--- config.mk ---
export PLATFORM = sky130hd
export DESIGN_NAME = lrfpf_cordic
export DESIGN_NICKNAME = d
export VERILOG_FILES = /design/src/rtl/lrfpf_pkg.sv /design/src/rtl/lrfpf_cordic.sv
export SDC_FILE = /design/constraint.sdc
export NUM_CORES = 2
export LEC_CHECK = 0
export BUFFER_PORTS_ARGS = -buffer_cell sky130_fd_sc_hd__buf_2
export CAP_MARGIN = 20
export CORE_UTILIZATION = 55
export DETAILED_ROUTE_END_ITERATION = 7
export GPL_ROUTABILITY_DRIVEN = 0
export GPL_TIMING_DRIVEN = 0
export PLACE_DENSITY = 0.71
export SLEW_MARGIN = 20
export SYNTH_ARGS = -nofsm -noshare
export SYNTH_HDL_FRONTEND = slang
export SYNTH_SLANG_ARGS = --single-unit
--- constraint.sdc ---
create_clock -name clock -period 5.05 [get_ports clock]
set_clock_uncertainty 0.1 [all_clocks]
set_input_delay 0.505 -clock clock [delete_from_list [all_inputs] [get_ports clock]]
set_output_delay 0.505 -clock clock [all_outputs]
set_load 0.02 [all_outputs]
--- src/rtl/lrfpf_pkg.sv ---
// Shared constants, register codes and the arctangent table of the point filter.
// No dependencies; imported by every module of the block.
package lrfpf_pkg;

   localparam int COORD_BITS_DEF = 18;
   localparam int CORDIC_STEPS   = 20;
   localparam int ACC_W          = 25;   // angle accumulator, 1/256 of 0.01 deg
   localparam int ANGLE_FRAC     = 8;
   localparam int RANGE_W        = 18;
   localparam int RANGE_SQ_W     = 2 * RANGE_W;
   localparam int AZ_W           = 16;
   localparam int EL_W           = 15;
   localparam int FRAMES_W       = 8;
   localparam int CNT_W          = 9;
   localparam int REFL_W         = 8;
   localparam int CSR_INDEX_W    = 3;
   localparam int CSR_DATA_W     = 32;

   localparam logic [CNT_W-1:0] COUNT_MAX = '1;
   localparam logic signed [ACC_W-1:0] QUARTER_TURN = 25'sd2304000;

   localparam logic [RANGE_W-1:0]  RANGE_MIN_RST = 18'd300;
   localparam logic [RANGE_W-1:0]  RANGE_MAX_RST = 18'd3000;
   localparam logic [AZ_W-1:0]     AZ_MIN_RST    = 16'hEE6C;   // -4500
   localparam logic [AZ_W-1:0]     AZ_MAX_RST    = 16'h1194;   //  4500
   localparam logic [EL_W-1:0]     EL_MIN_RST    = 15'h6890;   // -6000
   localparam logic [EL_W-1:0]     EL_MAX_RST    = 15'h0BB8;   //  3000
   localparam logic [FRAMES_W-1:0] FRAMES_RST    = 8'd20;

   typedef enum logic [CSR_INDEX_W-1:0] {
      CSR_RANGE_MIN = 3'd0,
      CSR_RANGE_MAX = 3'd1,
      CSR_AZ_MIN    = 3'd2,
      CSR_AZ_MAX    = 3'd3,
      CSR_EL_MIN    = 3'd4,
      CSR_EL_MAX    = 3'd5,
      CSR_FRAMES    = 3'd6
   } csr_index_type;

   // atan(2^-i) in 1/256 of a hundredth of a degree, rounded
   function automatic logic signed [ACC_W-1:0] atan_step(input int unsigned i);
      logic signed [ACC_W-1:0] v;
      case (i)
         0:  v = 25'sd1152000;
         1:  v = 25'sd680065;
         2:  v = 25'sd359328;
         3:  v = 25'sd182400;
         4:  v = 25'sd91554;
         5:  v = 25'sd45822;
         6:  v = 25'sd22916;
         7:  v = 25'sd11459;
         8:  v = 25'sd5730;
         9:  v = 25'sd2865;
         10: v = 25'sd1432;
         11: v = 25'sd716;
         12: v = 25'sd358;
         13: v = 25'sd179;
         14: v = 25'sd90;
         15: v = 25'sd45;
         16: v = 25'sd22;
         17: v = 25'sd11;
         18: v = 25'sd6;
         19: v = 25'sd3;
         default: v = '0;
      endcase
      return v;
   endfunction

endpackage

--- src/rtl/lrfpf_cordic.sv ---
// Pipelined CORDIC in vectoring mode, one micro-rotation per register stage.
// Depends on lrfpf_pkg for the step count and the arctangent table.
module lrfpf_cordic #(
   parameter int XW = lrfpf_pkg::COORD_BITS_DEF + 4
) (
   input  logic                                clock,
   input  logic                                en,
   input  logic signed [XW-1:0]                x_start,
   input  logic signed [XW-1:0]                y_start,
   input  logic signed [lrfpf_pkg::ACC_W-1:0]  acc_start,
   output logic signed [lrfpf_pkg::ACC_W-1:0]  angle
);
   import lrfpf_pkg::*;

   logic signed [XW-1:0]    x_ff   [CORDIC_STEPS];
   logic signed [XW-1:0]    y_ff   [CORDIC_STEPS];
   logic signed [ACC_W-1:0] acc_ff [CORDIC_STEPS];

   genvar i;
   generate
      for (i = 0; i < CORDIC_STEPS; i++) begin : g_step
         logic signed [XW-1:0]    xp, yp, x_in, y_in;
         logic signed [ACC_W-1:0] ap, acc_in;

         if (i == 0) begin : g_first
            assign xp = x_start;
            assign yp = y_start;
            assign ap = acc_start;
         end else begin : g_next
            assign xp = x_ff[i-1];
            assign yp = y_ff[i-1];
            assign ap = acc_ff[i-1];
         end

         always_comb begin
            if (!yp[XW-1]) begin
               x_in   = xp + (yp >>> i);
               y_in   = yp - (xp >>> i);
               acc_in = ap + atan_step(i);
            end else begin
               x_in   = xp - (yp >>> i);
               y_in   = yp + (xp >>> i);
               acc_in = ap - atan_step(i);
            end
         end

         always_ff @(posedge clock) begin
            if (en) begin
               x_ff[i]   <= x_in;
               y_ff[i]   <= y_in;
               acc_ff[i] <= acc_in;
            end
         end
      end
   endgenerate

   assign angle = acc_ff[CORDIC_STEPS-1];

endmodule

**Yosys cells after proc, flatten, opt, wreduce, memory -nomap -nowiden**

Memory sizes are Yosys's and may differ from the RTL's.
Cells that the tools add are included.

- Flip-flop bits (word level): 0
- Bits in writable memories: 1380
- Input port bits: 71
- Output and inout port bits: 25
- Word-level logic and storage cells: 184
- Memories kept: 3

- Add/sub/neg operators: 119
- Multiplexer cells: 62

Memory list:

| name | depth | bits a word | read ports | clocked after Yosys merged registers in | write ports | RTL line | source |
|---|---|---|---|---|---|---|---|
| acc_ff | 20 | 25 | 20 | 0 | 20 | lrfpf_cordic.sv:17 | `logic signed [ACC_W-1:0] acc_ff [CORDIC_STEPS];` |
| x_ff | 20 | 22 | 19 | 0 | 20 | lrfpf_cordic.sv:15 | `logic signed [XW-1:0] x_ff [CORDIC_STEPS];` |
| y_ff | 20 | 22 | 19 | 0 | 20 | lrfpf_cordic.sv:16 | `logic signed [XW-1:0] y_ff [CORDIC_STEPS];` |

Operators by type and width:

| operator | count |
|---|---|
| 22-bit two-way mux | 40 |
| 25-bit two-way mux | 20 |
| 22-bit by 10-bit adder with 22-bit output | 2 |
| 22-bit by 11-bit adder with 22-bit output | 2 |
| 22-bit by 12-bit adder with 22-bit output | 2 |
| 22-bit by 13-bit adder with 22-bit output | 2 |
| 22-bit by 14-bit adder with 22-bit output | 2 |
| 22-bit by 15-bit adder with 22-bit output | 2 |
| 22-bit by 16-bit adder with 22-bit output | 2 |
| 22-bit by 17-bit adder with 22-bit output | 2 |
| 22-bit by 18-bit adder with 22-bit output | 2 |
| 22-bit by 19-bit adder with 22-bit output | 2 |
| 22-bit by 20-bit adder with 22-bit output | 2 |
| 22-bit by 21-bit adder with 22-bit output | 2 |
| 22-bit by 3-bit adder with 22-bit output | 2 |
| 22-bit by 4-bit adder with 22-bit output | 2 |
| 22-bit by 5-bit adder with 22-bit output | 2 |
| 22-bit by 6-bit adder with 22-bit output | 2 |
| 22-bit by 7-bit adder with 22-bit output | 2 |
| 22-bit by 8-bit adder with 22-bit output | 2 |
| 22-bit by 9-bit adder with 22-bit output | 2 |
| 22-bit by 10-bit subtractor with 22-bit output | 2 |
| 22-bit by 11-bit subtractor with 22-bit output | 2 |
| 22-bit by 12-bit subtractor with 22-bit output | 2 |
| other kinds (59) | 77 |

**Logic depth before layout (Yosys ltp)**

- Word-level depth: 2
- Mapped depth: 17

**Worst setup path before layout**

No wires, ideal clock.

- Kind: register to register
- Start point: memory y_ff[6][43] (netlist bit)
- End point: memory x_ff[3][58] (netlist bit) (data pin)
- Arrival: 3.957 ns
- Required time: 4.678 ns
- Path slack: 0.721 ns
- Stages on the path, launching flop included: 14
- Period minus slack after synthesis: 4.329 ns
- Path through: edfxtp_1 > clkbuf_1 > buf_1 > mux2i_1 > fa_1 > a21o_1 > a21oi_1 > o21bai_1 > a2111oi_0 > nor3_1 > o31ai_1 > nand2b_1 > mux2i_1 > or4_1

RTL lines:

| element | RTL line |
|---|---|
| start, declared | lrfpf_cordic.sv:16 |
| end, declared | lrfpf_cordic.sv:15 |

==> impl_metrics.sql <==
INSERT INTO impl_metrics (metric_group, metric, value, unit) VALUES
('outcome', 'run_status', 'finished clean', ''),
('routing', 'dr_iter_0_viols', '5308', ''),
('synthesis', 'synthesis.yosys.warnings', '0', ''),
('routing', 'routed-via-count', '82300', ''),
('synthesis', 'syn_inst', '10800', ''),
('run', 'max_cap_viol_count', '0', ''),
('synthesis', 'syn_area_per_cell', '9.77', 'µm²'),
('timing', 'maxSlewViolCount', '0', ''),
('timing', 'period_share', '99.7', '%'),
('global_routing', 'global_route_met3_utilization', '3.15', '%'),
('synthesis', 'synth-edff-count', '1274', ''),
('global_routing', 'first_global_vias', '79900', ''),
('routing', 'routed_via_density', '6.01', ''),
('min_path', 'hold-path-cell-count', '3', ''),
('placed_design', 'placement.io_buffers', '95', ''),
('cts', 'cts-htree-levels', '4', ''),
('critical_path', 'path_cells', 'clkbuf_1 -> buf_1 -> nor2_1 -> xor2_1 -> ha_1 -> a21oi_1 -> a211oi_1 -> o211ai_1 -> a21oi_1 -> o41ai_1 -> o311ai_1 -> a21oi_1 -> xor2_1', ''),
('die', 'die_area', '193000', 'µm²'),
('die', 'die_height', '439', 'µm'),
('synthesis', 'syn-num-nets', '12200', ''),
('global_routing', 'grt_pass1_wl', '398000', 'µm'),
('layout', 'post-route-cell-area', '114000', 'µm²'),
('die', 'die-width', '439', 'µm'),
('global_routing', 'use_met1', '29.3', '%'),
('synthesis', 'synth_seq_area_share', '36.4', '%'),
('cts', 'clk_pin_slew_worst_paths', '0.06', 'ns'),
('cts', 'cts-buffers-inserted', '149', ''),
('critical_path', 'critical_path_peak_fanout', '10', ''),
('timing', 'tightest_slew', '1.01', 'ns'),
('die', 'count_of_pins_on_the_block_boundary', '96', ''),
('cts', 'cts_tree', 'built', ''),
('critical_path', 'worstRegToRegCells', '13', ''),
('timing', 'final-setup-viol-count', '0', ''),
('synthesis', 'postSynth.asyncResetShare', '0', '%'),
('timing', 'finalCriticalPeriod', '5.03', 'ns'),
('layout', 'area.growth.synth_to_final', '8.84', '%'),
('placed_design', 'place_ws', '-0.708', 'ns'),
('cts', 'clock_insertion_delay_worst_skew', '0.80', 'ns'),
('placed_design', 'place_area', '109000', 'µm²'),
('global_routing', 'grt.overflow.total', '0', ''),
('cts', 'clock-sinks', '1274', ''),
('die', 'initial_utilization', '55.3', '%'),
('cts', 'clockRootBuffer', 'sky130_fd_sc_hd__clkbuf_16', ''),
('die', 'design.core.area', '190000', 'µm²'),
('critical_path', 'worst_setup_path_start_kind', 'register', ''),
('critical_path', 'crit_start', 'y_ff[5][43]$_DFFE_PP_', ''),
('synthesis', 'yosysTopAreaCell', 'sky130_fd_sc_hd__edfxtp_1', ''),
('routing', 'drcViolationCount', '0', ''),
('critical_path', 'worst_setup_path_end_kind', 'register', ''),
('synthesis', 'synth-seq-cells', '1274', ''),
('global_routing', 'antenna_found_initial', '4', ''),
('critical_path', 'worst_path_largest_cell_delay', '0.54', 'ns'),
('synthesis', 'number_of_library_cell_types_mapped_by_synthesis', '92', ''),
('routing', 'post_drt_wl_per_cell', '18.1', 'µm'),
('routing', 'drt-pass1-iter-count', '6', ''),
('routing', 'postRouteAntennaNets', '0', ''),
('global_routing', 'largest_net_degree_at_the_start_of_global_routing', '154', ''),
('global_routing', 'grt_util_all_layers', '25.0', '%'),
('timing', 'relative_slew_slack', '32.2', '%'),
('synthesis', 'synth_top_area_share', '36.4', '%'),
('cts', 'largest_buffer_count_on_any_clock_path', '3', ''),
('critical_path', 'timing.critical_path.arrival', '5.46', 'ns'),
('timing', 'fmax', '199', 'MHz'),
('synthesis', 'ys_top_cells_by_area', 'sky130_fd_sc_hd__edfxtp_1, sky130_fd_sc_hd__ha_1, sky130_fd_sc_hd__xnor2_1, sky130_fd_sc_hd__a21oi_1, sky130_fd_sc_hd__xor2_1', ''),
('die', 'floorplan.rows', '160', ''),
('critical_path', 'critical_path.most_common_cell', 'sky130_fd_sc_hd__a21oi_1', ''),
('placed_design', 'hpwlAfterDp', '193000', 'µm'),
('critical_path', 'crit_slowest_cell', 'sky130_fd_sc_hd__clkbuf_1', ''),
('layout', 'drive_gt1_share', '4.51', '%'),
('timing', 'setup_repair_after_global_routing_missed_its_margin', 'yes', ''),
('min_path', 'timing.hold.worst.start', 'acc_start[13]', '');
==> registers in the layout, indices dropped and copies added (netlist names) <==
register / flops
y_ff: 396
acc_ff: 500
x_ff: 378
==> metrics by stage <==
stage | TNS, ns | std cells | hold slack (ns) | utilization (%)
floorplan | 0 | 10800 | 0.300 | -
global placement | - | 13400 | 0.306 | 57.2
detailed placement | -17.88 | 13400 | 0.305 | 57.4
CTS | 0 | 13700 | 0.00598 | 60.1
global route | -0.265 | 13700 | 0.0411 | 60.2
finish | 0 | 13700 | 0.0676 | 60.2
==> placed cells by master (no fill, tap or decap), drive strengths merged, types with 65 or more instances in the layout <==
| cell type | count |
|---|---|
| xor2 | 457 |
| inv | 566 |
| a21o | 402 |
| nor4 | 84 |
| o31ai | 65 |
| clkbuf | 286 |
| clkinv | 69 |
| a31oi | 115 |
| edfxtp | 1274 |
| nand3 | 211 |
| xnor2 | 911 |
| or3 | 74 |
| o21bai | 135 |
| and2 | 65 |
| o21ai | 494 |
| nor3 | 366 |
| o211ai | 76 |
| nand2 | 555 |
| nor2b | 134 |
| nand2b | 140 |
| and3 | 146 |
| ha | 1356 |
| a211oi | 99 |
| a21oi | 1026 |
| o21a | 144 |
| nor2 | 955 |
| buf | 175 |
==> layout make-up <==
type / count / area [µm²]
inverters: 563 / 2120
flip-flops and latches: 1274 / 38300
repair buffers: 143 / 1100
clock buffers: 171 / 3850
clock inverters: 106 / 1120
well taps: 2511 / 3140
diodes: 2 / 5.00
fillers: 15600 / 75600
plain buffers: 161 / 708
multi-input cells: 8758 / 64100
==> critical path, delay by kind of cell, from the launching register on <==
family,cells,cell delay (ns)
AND/OR/NAND/NOR,1,0.13
AO/OA/AOI/OAI,7,1.96
XOR/XNOR,2,0.72
adder cells (fa/ha/maj),1,0.32
buffers and inverters,2,1.04
flip-flops,1,0.49
==> repair_timing <==
action | CTS | global route
setup endpoints to repair | 88 | 31
hold endpoints to repair | 64 | 0
setup buffers | 16 | 9
hold buffers | 14 | 0
resized for setup | 9 | 15
==> cell families after synthesis <==
logic type / share of synthesized area [%]
flip-flops: 36.4
buffers and inverters: 2.68
multiplexers: 0.659
adder cells (fa/ha/maj): 17.2
AO/OA/AOI/OAI: 18.2
AND/OR/NAND/NOR: 13.5
XOR/XNOR: 11.4
==> synthesized netlist by cell type (all sizes together) (23+ instances only) <==
cell and number:
a211o 29, nand2 555, clkbuf 116, xnor2 911, a221oi 25, a2111oi 56
nor2b 134, a31o 35, nor4 84, and3 146, mux2 33, o21bai 135
and2 65, nand3 211, nor2 955, nor3 366, inv 557, nand2b 140
o311ai 24, xor2 457, or3 74, a31oi 115, o41ai 27, edfxtp 1274
ha 1356, a21oi 1026, a211oi 99, a21o 402, nand4 51, o21ai 494
mux2i 32, a21boi 33, or2 37, o211ai 76, o21a 144, fa 56
buf 47, and4 28, o31ai 65, o2111ai 23
==> path summary, 6_finish.rpt <==
path	end	slack, ns
setup / recovery	y_ff[6][21]$_DFFE_PP_	0.02
hold / removal	acc_ff[0][13]$_DFFE_PP_	0.07
setup reg to reg	y_ff[6][21]$_DFFE_PP_	0.02
hold reg to reg	acc_ff[2][0]$_DFFE_PP_	0.31
==> layer usage <==
layer | part of all wire, % | routed length [µm]
met2 | 50 | 124000
met1 | 41 | 101000
met5 | 0.011 | 27
met4 | 4.5 | 11200
met3 | 4.7 | 11600
Power is not shown: default switching activity piles up to over one toggle a cycle in this logic, so the estimate is an artifact.
