<file path="src/rtl/lrfpf_pkg.sv">
// Shared constants, register codes and the arctangent table of the point filter.
// No dependencies; imported by every module of the block.
package lrfpf_pkg;

   localparam int COORD_BITS_DEF = 18;
   localparam int CORDIC_STEPS   = 20;
   localparam int ACC_W          = 25;   // angle accumulator, 1/256 of 0.01 deg
   localparam int ANGLE_FRAC     = 8;
   localparam int RANGE_W        = 18;
   localparam int RANGE_SQ_W     = 2 * RANGE_W;
   localparam int AZ_W           = 16;
   localparam int EL_W           = 15;
   localparam int FRAMES_W       = 8;
   localparam int CNT_W          = 9;
   localparam int REFL_W         = 8;
   localparam int CSR_INDEX_W    = 3;
   localparam int CSR_DATA_W     = 32;

   localparam logic [CNT_W-1:0] COUNT_MAX = '1;
   localparam logic signed [ACC_W-1:0] QUARTER_TURN = 25'sd2304000;

   localparam logic [RANGE_W-1:0]  RANGE_MIN_RST = 18'd300;
   localparam logic [RANGE_W-1:0]  RANGE_MAX_RST = 18'd3000;
   localparam logic [AZ_W-1:0]     AZ_MIN_RST    = 16'hEE6C;   // -4500
   localparam logic [AZ_W-1:0]     AZ_MAX_RST    = 16'h1194;   //  4500
   localparam logic [EL_W-1:0]     EL_MIN_RST    = 15'h6890;   // -6000
   localparam logic [EL_W-1:0]     EL_MAX_RST    = 15'h0BB8;   //  3000
   localparam logic [FRAMES_W-1:0] FRAMES_RST    = 8'd20;

   typedef enum logic [CSR_INDEX_W-1:0] {
      CSR_RANGE_MIN = 3'd0,
      CSR_RANGE_MAX = 3'd1,
      CSR_AZ_MIN    = 3'd2,
      CSR_AZ_MAX    = 3'd3,
      CSR_EL_MIN    = 3'd4,
      CSR_EL_MAX    = 3'd5,
      CSR_FRAMES    = 3'd6
   } csr_index_type;

   // atan(2^-i) in 1/256 of a hundredth of a degree, rounded
   function automatic logic signed [ACC_W-1:0] atan_step(input int unsigned i);
      logic signed [ACC_W-1:0] v;
      case (i)
         0:  v = 25'sd1152000;
         1:  v = 25'sd680065;
         2:  v = 25'sd359328;
         3:  v = 25'sd182400;
         4:  v = 25'sd91554;
         5:  v = 25'sd45822;
         6:  v = 25'sd22916;
         7:  v = 25'sd11459;
         8:  v = 25'sd5730;
         9:  v = 25'sd2865;
         10: v = 25'sd1432;
         11: v = 25'sd716;
         12: v = 25'sd358;
         13: v = 25'sd179;
         14: v = 25'sd90;
         15: v = 25'sd45;
         16: v = 25'sd22;
         17: v = 25'sd11;
         18: v = 25'sd6;
         19: v = 25'sd3;
         default: v = '0;
      endcase
      return v;
   endfunction

endpackage

</file>
<file path="src/rtl/lrfpf_isqrt.sv">
// Pipelined integer square root, one result bit per register stage.
// Depends on lrfpf_pkg.
module lrfpf_isqrt #(
   parameter int COORD_BITS = lrfpf_pkg::COORD_BITS_DEF
) (
   input  logic                    clock,
   input  logic                    en,
   input  logic [2*COORD_BITS:0]   radicand,
   output logic [COORD_BITS-1:0]   root
);
   import lrfpf_pkg::*;

   localparam int NS  = COORD_BITS + 1;
   localparam int RW  = 2 * NS;
   localparam int RMW = COORD_BITS + 4;
   localparam int QW  = COORD_BITS + 1;

   logic [RW-1:0]  rad_ff  [NS];
   logic [RMW-1:0] rem_ff  [NS];
   logic [QW-1:0]  root_ff [NS];

   genvar k;
   generate
      for (k = 0; k < NS; k++) begin : g_stage
         logic [RW-1:0]  rad_p, rad_in;
         logic [RMW-1:0] rem_p, rem_sh, trial, rem_in;
         logic [QW-1:0]  root_p, root_in;

         if (k == 0) begin : g_first
            assign rad_p  = {1'b0, radicand};
            assign rem_p  = '0;
            assign root_p = '0;
         end else begin : g_next
            assign rad_p  = rad_ff[k-1];
            assign rem_p  = rem_ff[k-1];
            assign root_p = root_ff[k-1];
         end

         always_comb begin
            rem_sh = {rem_p[RMW-3:0], rad_p[RW-1:RW-2]};
            trial  = RMW'({root_p, 2'b01});
            rad_in = {rad_p[RW-3:0], 2'b00};
            if (rem_sh >= trial) begin
               rem_in  = rem_sh - trial;
               root_in = {root_p[QW-2:0], 1'b1};
            end else begin
               rem_in  = rem_sh;
               root_in = {root_p[QW-2:0], 1'b0};
            end
         end

         always_ff @(posedge clock) begin
            if (en) begin
               rad_ff[k]  <= rad_in;
               rem_ff[k]  <= rem_in;
               root_ff[k] <= root_in;
            end
         end
      end
   endgenerate

   assign root = root_ff[NS-1][COORD_BITS-1:0];

endmodule

</file>
<file path="config.mk">
export PLATFORM = sky130hd
export DESIGN_NAME = lrfpf_isqrt
export DESIGN_NICKNAME = d
export VERILOG_FILES = /design/src/rtl/lrfpf_pkg.sv /design/src/rtl/lrfpf_isqrt.sv
export SDC_FILE = /design/constraint.sdc
export NUM_CORES = 1
export LEC_CHECK = 0
export ABC_AREA = 0
export BUFFER_PORTS_ARGS = -buffer_cell sky130_fd_sc_hd__buf_2
export CORE_MARGIN = 1
export CORE_UTILIZATION = 66
export CTS_BUF_LIST = sky130_fd_sc_hd__clkbuf_4
export CTS_CLUSTER_DIAMETER = 150
export DETAILED_ROUTE_END_ITERATION = 7
export PLACE_DENSITY_LB_ADDON = 0.05
export SLEW_MARGIN = 30
export SYNTH_ARGS = -nofsm -noshare
export SYNTH_HDL_FRONTEND = slang
export SYNTH_SLANG_ARGS = --single-unit
</file>
<file path="constraint.sdc">
create_clock -name clock -period 4.15 [get_ports clock]
set_input_delay 0.6225 -clock clock [delete_from_list [all_inputs] [get_ports clock]]
set_output_delay 0.6225 -clock clock [all_outputs]
set_load 0.05 [all_outputs]
</file>
# Word level (Yosys, flattened, before mapping)
# Memory sizes are Yosys's and may differ from the RTL's.
# Cells that the tools add are included.
# word_totals
reg_bits	0
latch_bits	0
mem_bits_rw	1463
rom_bits	0
inputBits	39
output_inout_bits	18
elab_cells	81
mem_count	3
# mem_list
memory	words	width	rd	rd_clocked_by_memory_dff	wr	line	source
rad_ff	19	36	18	0	19	lrfpf_isqrt.sv:18	logic [RW-1:0] rad_ff [NS];
rem_ff	19	22	18	0	19	lrfpf_isqrt.sv:19	logic [RMW-1:0] rem_ff [NS];
root_ff	19	19	19	0	19	lrfpf_isqrt.sv:20	logic [QW-1:0] root_ff [NS];
# classes
addsub	19
multipliers	0
div	0
magnitude_cmp	19
eq_ne	0
shift	0
mux	40
n_bitwise	0
n_reduce_logical	0
# ops
op	n
$mux 22	19
$ge 22x21->1	18
$sub 22x21->22	18
$mux 1	21
$sub 1x1->2 const B	1
$ge 1x1->1 const B	1

# Logic depth before layout (Yosys ltp)
# Gate-level depths: netlist (run 1).
# An unclocked memory read counts as a cell.
# logic_depth
depth_word	3
ltp_mapped	12
depth_no_buf	10

# Worst setup path after synthesis (run 1)
# No wires, ideal clock.
# synth_path
kind	register -> register
start	memory rem_ff[13][4] in the netlist's numbering
end	memory rem_ff[14][19] in the netlist's numbering, data pin
setup_ns	0.279
arrival_time_ns	2.585
required_time_ns	3.871
slack_ns	1.285
path_stages_with_launch	9
path_buffers	0
period_less_slack_ns	2.865
cell_sequence	edfxtp_1 ha_1 a2111oi_0 o21ai_0 a221oi_1 a22oi_1 o221a_2 a2111oi_0 xor2_1
# synth_lines
item	line
start, declared	lrfpf_isqrt.sv:19

==> results.cfg, run 1 <==
[worst_setup_path]
critPathKind = flop to flop
rr_worst_depth = 8
required_ps = 4910
r2r-end = rem_ff[14][19]
cp-startpoint = rem_ff[13][4]
path_max_fanout = 7
cp-end-kind = flop
crit_path_end = rem_ff[14][19]
r2r_slack_ps = 690
cp.arrival_ps = 4220
startpoint_type = flop
reg2reg_from = rem_ff[13][4]

[floorplanning]
fp.dieH_um = 248
die-area_um2 = 61700
die_x_um = 248
initial_core_util_pct = 67.4
io-pin-count = 57
coreArea_um2 = 59500
std_cell_rows = 89

[timing]
hold_slack_ps = 126
finalHoldViolCount = 0
drv_slew = 0
tightest_slew_ps = 893
rsz0062_at_grt = false
tns_ps = 0
post-route-period-util_pct = 83.3
slew_headroom_pct = 40.5
setup_viol = 0
max_freq_ghz = 0.289
fin_crit_ps = 3460
finClkSkew_ps = 82.6

[synth]
synth.distinct_cells = 83
syn-num-nets = 3271
synth_seq_area_share_pct = 64.6
synthTopCellsByArea = edfxtp_1 65%, ha_1 6.5%, xnor2_1 2.8%
synthArstFlopShare_pct = 0
synth_common_cells = 862 x edfxtp_1, 250 x inv_1, 208 x ha_1
syn_area_um2 = 40100
synth_top_cell_by_area = edfxtp_1
syn_area_per_cell_um2 = 13.2
yosysMostFrequentCell = edfxtp_1
synth_top_area_share_pct = 64.6
synth_edf_count = 862
yosys_warnings = 0
ys_seq_elements = 862
synth-main-ff-cell = edfxtp_1
synthCells = 3024

[placement]
dpl.hpwl_um = 54000
portBuffers = 56
globalplace.congestion = 0.924

[clock_network]
cts_resized = 0
h-tree-depth = 4
cts_buffer_depth = 3
post_cts_buffers = 0
cts_made_buffers = 208
cts-root-buf = clkbuf_4
cts.clk_slew.worst_paths_ps = 80
clock_latency_ps = 1060
cts_sinks = 862
tritoncts = done

[global_routing]
met1_usage_pct = 30.5
gr-total-overflow = 0
grtUsageTotal_pct = 26.1
grtUsageMet3_pct = 5.89
grt_use_met2_pct = 46.2
busiest_layer = met2
grt_max_degree = 99
grt_pass1_wl_um = 125000
antenna_found_initial = 2
grt_pass1_vias = 24900

[layout]
fin_nets = 3555
multi_input_area_um2 = 13000
seqCellArea_um2 = 25900
drive_above_1_share_pct = 13.9
n_fill_cell = 3834
syn2layout_area_growth_pct = 11.0

[hold_path]
hold_class = input port to flop

[run_status]
status = finished, final reports clean

[routing]
dr_total_vias = 24900
dr.pass1.iters = 6
ant_nets = 0
via_per_inst = 5.87
drt_wl_total_um = 78400
drtIter0Drc = 1894
drc = 0
routedWlPerCell_um = 18.5

[power_and_ir_drop]
ir_worst_vdd_mv = 0.356
p_leak_uw = 0.0174
p_per_area_nw_per_um2 = 497

[job]
max_cap_violations = 0
-- worst min-delay path by stage --
stage	start	to	slack, ps	cells after the start
after floorplan	rad_ff[9][18]	rad_ff[10][20]	400	0
after global placement	rad_ff[2][5]	rad_ff[3][7]	400	0
after detailed placement	rad_ff[9][24]	rad_ff[10][26]	400	0
after CTS	en	rad_ff[0][2]	70	1
after global routing	en	rad_ff[0][1]	80	1
final	en	rad_ff[0][1]	130	1
-- repair_timing --
item / 4_1_cts / 5_1_grt
setup endpoints to repair: 0 / 0
hold endpoints to repair: 37 / 0
hold buffers: 37 / 0
-- placed cells by master, fill, tap and decap left out, drive strengths merged, types with 9 or more instances in the layout --
cell type      n
a2111oi       11
a211oi        21
a21o          60
a21oi        175
a31oi         15
and2           9
and3          20
buf           87
clkbuf       290
clkinv        65
dlygate4sd3   37
edfxtp       862
ha           208
inv          257
mux2          42
nand2        141
nand2b        38
nand3         48
nand4         27
nor2         196
nor2b         26
nor3          82
nor3b          9
nor4          35
o211ai        23
o21a          52
o21ai        146
o21bai        15
o22ai          9
o31a           9
o31ai         24
or2           14
or3           37
or4           18
xnor2        130
xor2         115
-- routing by layer --
layer  wire, µm  part of all wire [%]
met1      31500                    40
met3       3570                   4.6
met4       2320                   3.0
met5          0                     0
met2      41000                    52
-- worst max-delay path, cell delays in order, from the launching register on --
cell       delay (ps)
edfxtp_1          390
ha_1              400
a2111oi_0         530
o21ai_0           200
a221oi_1          440
a22oi_1           280
o221a_2           310
a2111oi_0         510
xor2_1            120
-- registers in the layout, indices dropped and copies added, names as in the netlist --
| register | flops |
|---|---|
| rad_ff | 342 |
| rem_ff | 331 |
| root_ff | 189 |
-- per-stage QoR --
stage / cell area, µm² / worst slack (ps) / utilization [%] / power (µW) / cells
detailed placement: 41500 / 798 / 69.7 / 15500 / 3834
global route: 44500 / 502 / 74.8 / 23200 / 4239
finish: 44500 / 691 / 74.8 / 22100 / 4239
CTS: 44400 / 779 / 74.7 / 22200 / 4234
floorplan: 40100 / 1290 / - / 14200 / 3024
global placement: 41500 / 1010 / 69.7 / 15300 / 3833
-- report_power, final --
part	internal, µW	total (µW)	switching, µW
Clock	3340	6720	3380
Combinational	1680	3910	2230
Sequential	10800	11500	614
Total	15900	22100	6230
-- final cells by class --
cell class / count / share of cell area [%]
sequential: 862 / 58.2
multi-input combinational: 1861 / 29.3
clock buffer: 290 / 4.90
timing repair buffer: 124 / 2.26
tap: 773 / 2.18
inverter: 251 / 2.12
clock inverter: 73 / 0.962
antenna: 5 / 0.0281
-- cell families after synthesis --
family | after synthesis | share of synthesized area, %
simple gates | 735 | 9.34
other cells | 1 | 0.00936
flops | 862 | 64.6
buf+inv | 301 | 2.86
fa+ha+maj | 208 | 6.50
mux | 50 | 1.38
compound gates | 622 | 9.95
xor+xnor | 245 | 5.36
Power figures use the tool's default switching activity.
==> inputs of run 2 (changes only) <==
Settings changed: CORE_UTILIZATION 66 to 59.
Clock period 4.15 ns to 3 ns, I/O delays scaled along.
==> run 2 against run 1 <==
Sequential power rose by 37%. First-iteration DRC count shrank 7.5%. Highest routed layer unchanged. Non-clock buffer count is 85 higher. Utilization decreased by 6.9 points. Clock power grew 39%. Cell count increased by 4.5%. Power grew 39%. Sequential share of layout area decreased by 1.4 points. Register-to-register slack worse by 560 ps. Wire length is 0.67% lower. Critical path depth decreased by 1. Combinational power rose by 43%.
==> results.cfg, run 2 (synthesized netlist as in run 1, its figures left out) <==
[run_status]
status = finished, final reports clean

[routing]
dr_total_vias = 24800
routedWlPerCell_um = 17.6
dr.pass1.iters = 5
via_per_inst = 5.60
drtIter0Drc = 1752
ant_nets = 0
drt_wl_total_um = 77900
drc = 0

[power_and_ir_drop]
ir_worst_vdd_mv = 0.462
total_power_uw = 30800
p_per_area_nw_per_um2 = 675
p_leak_uw = 0.0179

[global_routing]
grt_pass1_vias = 25500
grt_pass1_wl_um = 126000
antenna_found_initial = 2
gr-total-overflow = 0
grtUsageTotal_pct = 23.0
grt_max_degree = 100

[layout]
largest_register_ffs = 342
most-common-layout-cells = 862 x edfxtp_1, 297 x clkbuf_4, 250 x inv_1
fin_nets = 3645
syn2layout_area_growth_pct = 13.7
largest-register = rad_ff
drive_above_1_share_pct = 16.0
top_regs = rad_ff (342), rem_ff (331), root_ff (189)
mostFrequentLayoutCell = edfxtp_1
final_area_um2 = 45500

[timing]
finalHoldViolCount = 0
post-route-period-util_pct = 95.7
tightest_slew_ps = 692
setup_viol = 0
max_freq_ghz = 0.348
drv_slew = 0
slew_headroom_pct = 53.2
worst_slack_ps = 130
hold_slack_ps = 184
tns_ps = 0
fin_crit_ps = 2870
finClkSkew_ps = 63.0

[job]
max_cap_violations = 0

[worst_setup_path]
cp-end-kind = flop
critical_path_buf_inv_count = 0
cp_cell_sequence = or4_4, or4_1, or4_4, a21oi_2, or3_1, nor4_1, xor2_1
required_ps = 3760
path_max_fanout = 7
cp.arrival_ps = 3630
cp_slowest_cell = or4_4
cpLargestDelayFamily = simple AND/OR/NAND/NOR gates
critPathMaxStageDelay_ps = 560
critPathKind = flop to flop
startpoint_type = flop
crit_top_cell = or4_4

[floorplanning]
std_cell_rows = 95
initial_core_util_pct = 59.7
die-area_um2 = 68900
die_x_um = 263
io-pin-count = 57
fp.dieH_um = 263
coreArea_um2 = 67200

[placement]
place_ws_ps = -153
portBuffers = 56
dpl.hpwl_um = 55100
postPlaceCellArea_um2 = 42100
globalplace.congestion = 0.889

[clock_network]
cts.clk_slew.worst_paths_ps = 60
cts_buffer_depth = 3
tritoncts = done
post_cts_buffers = 0
cts-root-buf = clkbuf_4
h-tree-depth = 4
cts_sinks = 862
clock_latency_ps = 1010
cts_made_buffers = 213

[hold_path]
hold_class = input port to flop
run 2: changes by cell type in the layout (fill, tap and decap cells not counted), sizes merged:
cell / before / now
clkinvlp: 1 / 0
clkinv: 65 / 64
inv: 257 / 259
clkbuf: 290 / 297
dlygate4sd3: 37 / 64
buf: 87 / 145
run 2: stage by stage:
step	cells	util, %
3_3_place_gp	3992	62.7
4_1_cts	4426	67.6
6_report	4431	67.8
5_1_grt	4431	67.8
3_5_place_dp	3992	62.7
2_1_floorplan	3024	-
run 2: metal layers:
layer	vias up	wire length, µm	global-route usage, %
li1	12200	-	-
met2	575	40800	40.7
met3	154	3150	4.22
met1	11900	32100	27.5
met5	-	0	0
met4	0	1890	9.73
run 2: path summary, 6_finish.rpt:
check	cells past startpoint	endpoint	startpoint	slack (ps)
worst min-delay path	2	rad_ff[0][29]	radicand[29]	180
worst min register to register	0	rad_ff[4][32]	rad_ff[3][30]	400
worst max register to register	7	rem_ff[3][11]	rem_ff[2][4]	130
worst max-delay path	7	rem_ff[3][11]	rem_ff[2][4]	130
run 2: worst reg2reg max path, cell delays in order (launching register included):
cell and delay, ps:
edfxtp_1 390, or4_4 570, or4_1 440, or4_4 540, a21oi_2 150, or3_1 280
nor4_1 100, xor2_1 150
run 2: report_power, final:
group / switching, µW / internal, µW
clock network: 4630 / 4720
logic: 3130 / 2490
registers: 811 / 15000
total: 8570 / 22200
run 2: area by class of cell:
type	instances	area, µm²
fill	4849	21600
inverter	251	942
sequential	862	25900
timing repair buffer	209	1800
multi-input combinational	1861	13200
clock inverter	73	428
clock buffer	297	2230
antenna	5	12.5
tap	873	1090
run 2: what timing repair did:
action | in CTS | in global routing
hold endpoints to repair | 135 | 0
endpoints found under the setup margin | 2 | 37
gates resized for setup | 5 | 19
hold buffers | 64 | 0
==> inputs of run 3 (changes only) <==
Settings changed: PLACE_DENSITY from default to 0.78, PLACE_DENSITY_LB_ADDON 0.05 to default.
==> run 3 against run 2 <==
Via count rose by 0.77%. First-iteration DRC count is 4.3% lower. Clock power is essentially flat. Sequential power is essentially flat. Register-to-register slack got worse by 50 ps. Wire length up 0.41%. Fmax shrank 1.6%. Design area down 0.26%. Clock-buffer cell count is 5 higher. Critical path depth up 2. Cell count fell by 0.29%. Combinational power about the same. Highest routed layer unchanged.
==> results.cfg, run 3 (synthesized netlist as in run 1, its figures left out) <==
[floorplanning]
coreArea_um2 = 67200
initial_core_util_pct = 59.7
std_cell_rows = 95
io-pin-count = 57
fp.dieH_um = 263
die-area_um2 = 68900
die_x_um = 263

[routing]
drt_wl_total_um = 78200
dr_total_vias = 25000
dr.pass1.iters = 6
ant_nets = 0
drtIter0Drc = 1677
via_per_inst = 5.66
drc = 0
routedWlPerCell_um = 17.7

[layout]
top_regs = rad_ff (342), rem_ff (331), root_ff (189)
n_fill_cell = 4677
most-common-layout-cells = 862 x edfxtp_1, 302 x clkbuf_4, 250 x inv_1
finalNonFillerCells = 4418
final_area_um2 = 45400
post-route-util_pct = 67.6
mostFrequentLayoutCell = edfxtp_1
syn2layout_area_growth_pct = 13.4
largest-register = rad_ff
fin_nets = 3633
drive_above_1_share_pct = 16.2
largest_register_ffs = 342

[power_and_ir_drop]
intPower_uw = 22200
pwr-share-seq_pct = 51.3
total_power_uw = 30800
p_comb_share_pct = 18.3
p_leak_uw = 0.0179
ir_worst_vdd_mv = 0.515
p_sw_share_pct = 28.0
p_clk_share_pct = 30.4
p_per_area_nw_per_um2 = 678
p_sw_uw = 8640

[timing]
fin_crit_ps = 2920
finClkSkew_ps = 78.9
post-route-period-util_pct = 97.2
slew_headroom_pct = 55.5
setup_viol = 0
drv_slew = 0
rsz0062_at_grt = true
max_freq_ghz = 0.343
tns_ps = 0
finalHoldViolCount = 0
tightest_slew_ps = 661

[worst_setup_path]
cpLargestDelayFamily = simple AND/OR/NAND/NOR gates
cp_cell_sequence = ha_2, nand3_1, or4_1, o211a_1, o2111a_1, inv_1, o211ai_4, nor4_4, xor2_1
required_ps = 3750
cp_num_cells = 9
path_max_fanout = 7
cp-end-kind = flop
cp.arrival_ps = 3670
rr_worst_depth = 9
critPathMaxStageDelay_ps = 560
critPathKind = flop to flop
startpoint_type = flop
critical_path_buf_inv_count = 1
cp_slowest_cell = or4_1

[global_routing]
grt_max_degree = 106
grtUsageMet3_pct = 4.55
met1_usage_pct = 25.5
grt_pass1_wl_um = 125000
busiest_layer = met2
grt_use_met2_pct = 42.2
grtUsageTotal_pct = 22.8
grt_pass1_vias = 25200
antenna_found_initial = 1
gr-total-overflow = 0

[placement]
portBuffers = 56
postPlaceCellArea_um2 = 42100
globalplace.congestion = 0.920
dpl.hpwl_um = 54200
post-place-cells = 3992

[hold_path]
hold_class = input port to flop
min_path_cells = 2

[clock_network]
cts_sinks = 862
cts_made_buffers = 212
tritoncts = done
cts_buffer_depth = 3
cts-root-buf = clkbuf_4
h-tree-depth = 4
cts.clk_slew.worst_paths_ps = 70
clock_latency_ps = 1090

[job]
max_cap_violations = 0

[run_status]
status = finished, final reports clean
==> run 3: final timing paths <==
kind / startpoint / to / slack [ps]
min reg2reg: rad_ff[6][28] / rad_ff[7][30] / 400
max: rem_ff[6][6] / rem_ff[7][19] / 80
min: radicand[19] / rad_ff[0][19] / 100
max reg2reg: rem_ff[6][6] / rem_ff[7][19] / 80
==> run 3: worst reg2reg max path, stage by stage, from the launching register on <==
cell	delay, ps
edfxtp_1	410
ha_2	400
nand3_1	170
or4_1	560
o211a_1	260
o2111a_1	170
inv_1	120
o211ai_4	140
nor4_4	280
xor2_1	90
==> run 3: layer usage <==
layer | wire [µm] | part of all wire [%]
met3 | 3400 | 4.3
met2 | 41900 | 54
met4 | 2210 | 2.8
met5 | 0 | 0
met1 | 30700 | 39
==> run 3: per-stage QoR <==
stage / setup slack, ps / hold WS (ps)
final: 84.0 / 104
after CTS: -38.3 / 2.50
after detailed placement: -97.0 / 405
after global routing: -40.3 / 11.6
after global placement: 35.7 / 400
after floorplan: 135 / 400
==> run 3: power groups by stage <==
stage / Clock, µW / Combinational, µW / Sequential [µW]
floorplan: 0 / 3920 / 15800
global placement: 0 / 5240 / 16000
detailed placement: 0 / 5420 / 16100
CTS: 9650 / 5520 / 15800
global route: 10300 / 6230 / 15900
finish: 9370 / 5630 / 15800
==> run 3: area by class of cell <==
class | instances | area, µm² | share of cell area [%]
flip-flops and latches | 862 | 25900 | 57.0
well taps | 873 | 1090 | 2.40
repair buffers | 198 | 1660 | 3.66
multi-input cells | 1861 | 13200 | 29.0
diodes | 4 | 10.0 | 0.0220
clock inverters | 67 | 377 | 0.829
inverters | 251 | 942 | 2.07
clock buffers | 302 | 2270 | 4.99
==> run 3: repair_timing <==
action,4_1_cts,5_1_grt
hold buffers,52,0
endpoints found under the hold margin,118,0
buffers inserted,0,1
setup endpoints to repair,3,26
pin swaps,0,2
resized for setup,3,28
